--- src/hw/rtl/gioj_pkg.sv ---
// ----------------------------------------------------------------------------
// gioj_pkg
// Shared types and constants of the grouped interval overlap join.
// ----------------------------------------------------------------------------
package gioj_pkg;

	localparam int GROUP_DEPTH_DEF = 64;

	localparam int APB_AW = 3;
	localparam int APB_DW = 32;
	localparam logic REG_MIN_LEN = 1'b0;

	localparam logic [1:0] ST_PAIR  = 2'd0;
	localparam logic [1:0] ST_ORDER = 2'd1;
	localparam logic [1:0] ST_OVFL  = 2'd2;

	typedef struct packed {
		logic        new_set;
		logic [31:0] group_key;
		logic [31:0] person_id;
		logic [7:0]  chromosome;
		logic [7:0]  haplotype;
		logic [31:0] seg_start;
		logic [31:0] seg_end;
	} in_item_t;

	typedef struct packed {
		logic [1:0]  status;
		logic [31:0] id_high;
		logic [31:0] id_low;
		logic [7:0]  pair_chromosome;
		logic [31:0] shared_start;
		logic [31:0] shared_end;
		logic [31:0] shared_length;
		logic [7:0]  hap_high;
		logic [7:0]  hap_low;
		logic        last;
	} out_item_t;

	typedef struct packed {
		logic [31:0] id;
		logic [7:0]  chrom;
		logic [7:0]  hap;
		logic [31:0] seg_start;
		logic [31:0] seg_end;
	} entry_t;

endpackage

--- src/hw/rtl/gioj_pair.sv ---
// ----------------------------------------------------------------------------
// gioj_pair
// Intersects a stored record with the new record and forms the pair result.
// ----------------------------------------------------------------------------
module gioj_pair (
	input  gioj_pkg::entry_t    stored,
	input  gioj_pkg::entry_t    rec,
	input  logic [31:0]         min_len,
	output logic                hit,
	output gioj_pkg::out_item_t res
);

	logic [31:0] sh_start;
	logic [31:0] sh_end;
	logic [32:0] len;
	logic        nonempty;

	assign sh_start = (stored.seg_start > rec.seg_start) ? stored.seg_start : rec.seg_start;
	assign sh_end   = (stored.seg_end < rec.seg_end) ? stored.seg_end : rec.seg_end;
	assign nonempty = sh_start <= sh_end;
	assign len      = {1'b0, sh_end} - {1'b0, sh_start} + 33'd1;
	assign hit      = nonempty && (len >= {1'b0, min_len});

	always_comb begin
		res                 = '0;
		res.status          = gioj_pkg::ST_PAIR;
		res.pair_chromosome = stored.chrom;
		res.shared_start    = sh_start;
		res.shared_end      = sh_end;
		res.shared_length   = len[32] ? '1 : len[31:0];
		res.last            = 1'b0;
		if (stored.id >= rec.id) begin
			res.id_high  = stored.id;
			res.id_low   = rec.id;
			res.hap_high = stored.hap;
			res.hap_low  = rec.hap;
		end else begin
			res.id_high  = rec.id;
			res.id_low   = stored.id;
			res.hap_high = rec.hap;
			res.hap_low  = stored.hap;
		end
	end

endmodule

--- config.mk ---
export PLATFORM = sky130hd
export DESIGN_NAME = gioj_pair
export DESIGN_NICKNAME = d
export VERILOG_FILES = /design/src/hw/rtl/gioj_pkg.sv /design/src/hw/rtl/gioj_pair.sv
export SDC_FILE = /design/constraint.sdc
export NUM_CORES = 1
export LEC_CHECK = 0
export BUFFER_PORTS_ARGS = -buffer_cell sky130_fd_sc_hd__buf_4
export CORE_AREA = 2 2 172 174
export DETAILED_ROUTE_END_ITERATION = 16
export DIE_AREA = 0 0 174 176
export GPL_ROUTABILITY_DRIVEN = 0
export GPL_TIMING_DRIVEN = 1
export PLACE_DENSITY_LB_ADDON = 0.2
export SYNTH_ARGS = -nofsm -noshare
export SYNTH_HDL_FRONTEND = slang
export SYNTH_SLANG_ARGS = --single-unit
--- constraint.sdc ---
create_clock -name vclk -period 9.2
set_clock_uncertainty 0.2 [all_clocks]
set_input_delay 0.92 -clock vclk [all_inputs]
set_output_delay 0.92 -clock vclk [all_outputs]
set_load 0.01 [all_outputs]
==> results of run 1 <==
-- where the power goes --
group	internal, mW	switching, mW	leakage [nW]
Clock	0.0000000585	0	0.0000254
Sequential	0	0	0
Combinational	0.668	0.774	6.65
-- worst max-delay path: cells and delay by family --
family / cells / cell delay, ps
AOI/OAI and AO/OA: 16 / 3240
adders and majority gates: 4 / 1270
buffers and inverters: 4 / 790
and+or+nand+nor: 3 / 550
muxes: 1 / 440
xor gates and xnor gates: 1 / 300
-- through the flow --
stage | worst slack (ps) | hold slack [ps] | instances
floorplan | 1790 | 1730 | 1072
global placement | 541 | 1640 | 1867
detailed placement | 479 | 1640 | 1867
CTS | 398 | 1640 | 1867
global route | 51.0 | 1640 | 1871
finish | 562 | 1640 | 1871
-- cell usage after synthesis (6+ instances only) --
cell and count:
a21oi_1 88, and3_1 8, nor2_1 69, o21ai_0 42
o21bai_1 6, ha_1 216, or2b_1 6, xor2_1 7
buf_4 11, nand4_1 28, nand2b_1 8, mux2i_1 25
nor3_1 11, clkbuf_1 15, inv_1 200, mux2_2 89
a211oi_1 6, a221oi_1 6, a31oi_1 7, nand2_1 42
nand3_1 17, xnor2_1 19, or3_1 13, or3_2 7
a21o_1 56
-- area by class of cell --
type	count	share of cell area
multi-input cells	841	0.608
repair buffers	442	0.285
inverters	200	0.0646
well taps	384	0.0413
diodes	4	0.000861
-- path summary, 6_finish.rpt --
check | startpoint | endpoint | slack [ps] | depth (start not counted)
hold / removal | stored[73] | res[114] | 1640 | 0
setup / recovery | stored[11] | hit | 560 | 29
-- cell families after synthesis --
logic type                 synth area share
muxes                                 0.160
other                              0.000472
and+or+nand+nor                       0.149
adders and majority gates             0.345
AOI/OAI and AO/OA                     0.200
xor gates and xnor gates             0.0287
buffers and inverters                 0.116
-- per-layer routing --
metal	wire length, um	vias up	GRT usage
met3	2240	30	0.0407
met5	0	-	0
met2	16300	291	0.375
met1	13600	3959	0.238
li1	-	4608	-
met4	549	0	0.0413
==> results_dict.tcl, run 1 <==
set metrics [dict create \
    antenna_left 0 \
    crit_slowest_cell "mux2_2" \
    vias 8888 \
    cp.arrival_ps 7520 \
    n_fill_cell 3046 \
    critPathKind "in2out" \
    netlist_area_sq_um 7940 \
    route.detailed.drc 0 \
    hold_viol_final 0 \
    grt_util_all_layers 0.201 \
    cts_hold_buf 0 \
    fmax_mhz 116 \
    power.density_nw_per_um2 124 \
    nets 1959 \
    grt_pass1_wl_mm 49.3 \
    power_mw 1.44 \
    postPlaceCellArea_sq_um 11600 \
    drv_slew 0 \
    critPathMaxFanout 30 \
    fin_area_sq_um 11600 \
    cts_resized 0 \
    tightestPinTransition_ps 761 \
    netlist.area_leader.share 0.340 \
    die_width_um 174 \
    core_area_sq_um 28500 \
    gr-total-overflow 0 \
    yosysTopAreaCell "ha_1" \
    maxCapViolations 0 \
    finalCritPeriodShare 0.939 \
    grt_pass1_vias 8992 \
    yosysWarningCount 0 \
    crit_path_end_kind "primary output" \
    start_util 0.278 \
    drt_iter0_markers 282 \
    die_area_sq_um 30600 \
    clkbuf_count 0 \
    drive_gt1_frac 0.375 \
    multiInputGateArea_sq_um 7070 \
    cpPeakStageDelay_ps 440 \
    final_common_cell "buf_4" \
    register_area_sq_um 0 \
    grt_setup_unrepaired "no" \
    synth.area.top_cells "ha_1, mux2_2, inv_1, a21oi_1, a21o_1" \
    wl_mm 32.7 \
    fin_crit_ps 8640 \
    dp_hpwl_mm 30.0 \
    post-route-util 0.407 \
    slew_headroom 0.493 \
    drt_pass1_iterations 4 \
    synthDistinctLibCells 67 \
    avgSynthCellArea_sq_um 7.42 \
    startpoint_type "input port" \
    area_growth_pct 46.4 \
    status "complete, no violations" \
    portBuffers 417 \
    viasPerCell 4.75 \
    antenna_found_initial 4 \
    grt_max_degree 65 \
    seq_cells 0 \
    finalSetupViolations 0 \
    io_pins 444 \
    seq_area_frac_synth 0 \
    p_leak_nw 6.65 \
    rows 62 \
    wl_per_cell_um 17.5 \
    tns_ps 0 \
    die_y_um 176 \
    ir_drop_v 0.0000400 \
    min_path_type "in2out" \
    final_cell_mix "buf_4, ha_1, inv_1" \
    postCtsSetupRepairBufs 0 \
    required_ps 8080 \
    synthCells 1070 \
]
Note: power is estimated with default switching activity, not from simulation.
==> run 2: changes to the inputs <==
Settings changed: CELL_PAD_IN_SITES_DETAIL_PLACEMENT from default to 0, CELL_PAD_IN_SITES_GLOBAL_PLACEMENT from default to 1, CORE_AREA 2 2 172 174 to 2 2 171 173, DIE_AREA 0 0 174 176 to 0 0 173 175.
==> run 2 against run 1 <==
Compared with the run above:
- final area down 0.59%
- setup slack better by 160 ps
- worst hold slack unchanged
- flip-flop and latch count unchanged
- critical endpoint unchanged
- largest power group unchanged
==> results_dict.tcl, run 2 (synthesis results as in run 1) <==
set metrics [dict create \
    status "complete, no violations" \
    core_area_sq_um 28400 \
    finalWorstSetupSlack_ps 718 \
    antenna_left 0 \
    die_width_um 173 \
    p_leak_nw 6.61 \
    cpPeakStageDelay_ps 860 \
    startpoint_type "input port" \
    critPathKind "in2out" \
    ir_drop_v 0.0000367 \
    die_area_sq_um 30300 \
    vias 8718 \
    grt_pass1_vias 8665 \
    cp.arrival_ps 7360 \
    seq_cells 0 \
    area_growth_pct 45.5 \
    final_cell_mix "buf_4, ha_1, inv_1" \
    drv_slew 0 \
    rows 62 \
    tightestPinTransition_ps 1030 \
    register_area_sq_um 0 \
    nets 1951 \
    drt_pass1_iterations 4 \
    gr-total-overflow 0 \
    grt_pass1_wl_mm 48.1 \
    grt_util_all_layers 0.199 \
    hold_viol_final 0 \
    drt_iter0_markers 227 \
    min_path_type "in2out" \
    required_ps 8080 \
    start_util 0.280 \
    fin_crit_ps 8480 \
    viasPerCell 4.69 \
    finalCritPeriodShare 0.922 \
    grt_max_degree 67 \
    grt_setup_unrepaired "no" \
    io_pins 444 \
    slew_headroom 0.302 \
    crit_slowest_cell "o311ai_0" \
    post-route-util 0.407 \
    finalSetupViolations 0 \
    dp_hpwl_mm 29.3 \
    maxCapViolations 0 \
    wl_per_cell_um 17.1 \
    power.density_nw_per_um2 120 \
    fmax_mhz 118 \
    crit_path_end_kind "primary output" \
    clkbuf_count 0 \
    wl_mm 31.9 \
    critPathMaxFanout 14 \
    drive_gt1_frac 0.372 \
    die_y_um 175 \
    portBuffers 417 \
    tns_ps 0 \
    antenna_found_initial 0 \
    route.detailed.drc 0 \
    final_common_cell "buf_4" \
    pre_cts_ws_ps 424 \
    cts_resized 0 \
]
==> run 2: changes by cell type in the layout (fill, tap and decap cells not counted), sizes merged <==
cell   before  now
buf       442  434
diode       4    1
==> run 2: path summary, 6_finish.rpt <==
kind  startpoint       end  slack (ps)  cells past startpoint
min   stored[76]  res[117]        1640                      0
max      rec[49]       hit         720                     30
==> run 2: worst max-delay path, delay by kind of cell <==
family          cells  cell delay (ps)
xor+xnor            1              240
buf+inv             5              750
simple gates        3              520
compound gates     16             3270
mux                 1              340
fa+ha+maj           4             1330
==> run 2: cell type report <==
| class | instances | area (sq um) |
|---|---|---|
| antenna | 1 | 2.50 |
| timing repair buffer | 434 | 3260 |
| tap | 384 | 480 |
| inverter | 200 | 751 |
| fill | 3046 | 16800 |
| multi-input combinational | 841 | 7070 |
==> run 2: timing repair <==
action	4_1_cts	5_1_grt
endpoints found under the setup margin	0	1
hold buffers	0	0
buffers inserted	0	4
==> run 2: through the flow <==
step / power, mW / cells / hold slack [ps] / area, sq um
6_report: 1.38 / 1860 / 1640 / 11600
5_1_grt: 1.55 / 1859 / 1640 / 11600
4_1_cts: 1.40 / 1855 / 1640 / 11500
3_5_place_dp: 1.39 / 1855 / 1640 / 11500
3_3_place_gp: 1.38 / 1855 / 1640 / 11500
2_1_floorplan: 0.848 / 1072 / 1730 / 7950
==> run 2: power breakdown <==
part / total (mW) / switching, mW / internal (mW)
Sequential: 0 / 0 / 0
Clock: 0.0000000146 / 0 / 0.0000000146
Combinational: 1.38 / 0.739 / 0.645
==> run 2: routing by layer <==
metal	track usage	wire (um)	vias up
met3	0.0444	2260	10
li1	-	-	4576
met2	0.381	16100	274
met4	0.0109	206	0
met5	0	0	-
met1	0.234	13200	3858
==> run 3: changes to the inputs <==
Clock period 9.2 ns to 8.4 ns, I/O delays scaled along.
==> run 3 against run 2 <==
Compared with the run above:
- via count rose by 2.0%
- final area rose by 1.8%
- non-clock buffer count rose by 18
- core utilization rose by 0.74 points
- die area did not move
- largest power group unchanged
- largest cell class unchanged
- clock-buffer cell count did not move
- combinational power rose by 14%
==> results_dict.tcl, run 3 (synthesis results as in run 1) <==
set metrics [dict create \
    hold_viol_final 0 \
    vias 8894 \
    crit_path_end_kind "primary output" \
    seq_cells 0 \
    status "complete, no violations" \
    pre_cts_ws_ps 66.4 \
    power_mw 1.57 \
    startpoint_type "input port" \
    fin_crit_ps 8070 \
    wl_mm 32.3 \
    power.density_nw_per_um2 133 \
    die_y_um 175 \
    post-route-util 0.415 \
    finalWorstSetupSlack_ps 325 \
    final_common_cell "buf_4" \
    wl_per_cell_um 17.2 \
    area_growth_pct 48.2 \
    finalSetupViolations 0 \
    antenna_found_initial 1 \
    required_ps 7360 \
    die_area_sq_um 30300 \
    grt_pass1_wl_mm 48.5 \
    fmax_mhz 124 \
    die_width_um 173 \
    tightestPinTransition_ps 804 \
    min_path_type "in2out" \
    portBuffers 417 \
    critPathKind "in2out" \
    p_leak_nw 6.71 \
    drive_gt1_frac 0.383 \
    grt_pass1_vias 8944 \
    drt-met1-wl_mm 13.4 \
    grt_max_degree 57 \
    final_cell_mix "buf_4, ha_1, inv_1" \
    min_to "res[117]" \
    maxCapViolations 0 \
    nets 1969 \
    route.detailed.drc 0 \
    finalCritPeriodShare 0.961 \
    grt_util_all_layers 0.200 \
    path_common_cell "ha_1" \
    drt_iter0_markers 248 \
    cpPeakStageDelay_ps 610 \
    critPathMaxFanout 13 \
    drv_slew 0 \
    core_area_sq_um 28400 \
    top_layer_used "met4" \
    start_util 0.280 \
    viasPerCell 4.74 \
    holdPathStages 0 \
    min_from "stored[76]" \
    crit_slowest_cell "or4_1" \
    grt_setup_unrepaired "no" \
    drt_pass1_iterations 4 \
    register_area_sq_um 0 \
    tns_ps 0 \
    rows 62 \
    cp.arrival_ps 7030 \
    slew_headroom 0.462 \
    dp_hpwl_mm 29.6 \
    antenna_left 0 \
    gr-total-overflow 0 \
    dr_wl_met3_mm 2.23 \
    clkbuf_count 0 \
    io_pins 444 \
    ir_drop_v 0.0000460 \
    routed-wl-met2_mm 16.2 \
]
[run 3: cell type report]
class,instances,area (sq um)
antenna,1,2.50
fill,3054,16600
inverter,200,751
multi-input combinational,841,7090
tap,384,480
timing repair buffer,452,3440
[run 3: what timing repair did]
| action | CTS | global route |
|---|---|---|
| resized for setup | 0 | 9 |
| hold buffers | 0 | 0 |
| hold endpoints to repair | 0 | 0 |
| endpoints found under the setup margin | 0 | 1 |
| setup buffers | 0 | 8 |
[run 3: stage by stage]
stage,hold slack [ps],cells,cell area [sq um]
floorplan,1570,1072,7950
global placement,1480,1869,11700
detailed placement,1480,1869,11700
CTS,1480,1869,11700
global route,1480,1878,11800
finish,1480,1878,11800
[run 3: worst max-delay path by stage]
stage / start / end / slack (ps)
floorplan: rec[11] / hit / 1150
global placement: stored[51] / hit / 90
detailed placement: stored[51] / hit / 70
CTS: stored[51] / hit / 20
global route: rec[59] / hit / 7
finish: stored[59] / hit / 330
[run 3: report_power, final]
part	switching [mW]	total, mW	leakage [nW]	internal, mW
Clock	0	0.0000000159	0.00000634	0.0000000159
Combinational	0.824	1.57	6.71	0.741
Sequential	0	0	0	0
[run 3: worst max-delay path: cells and delay by family]
| kind | cells | cell delay (ps) |
|---|---|---|
| xor gates and xnor gates | 1 | 140 |
| and+or+nand+nor | 8 | 1930 |
| muxes | 1 | 240 |
| buffers and inverters | 5 | 740 |
| AOI/OAI and AO/OA | 8 | 1820 |
| adders and majority gates | 4 | 1290 |
[run 3: layer usage]
layer | vias up | GRT usage
li1 | 4611 | -
met1 | 3976 | 0.231
met2 | 285 | 0.380
met3 | 22 | 0.0479
met4 | 0 | 0.0251
met5 | - | 0
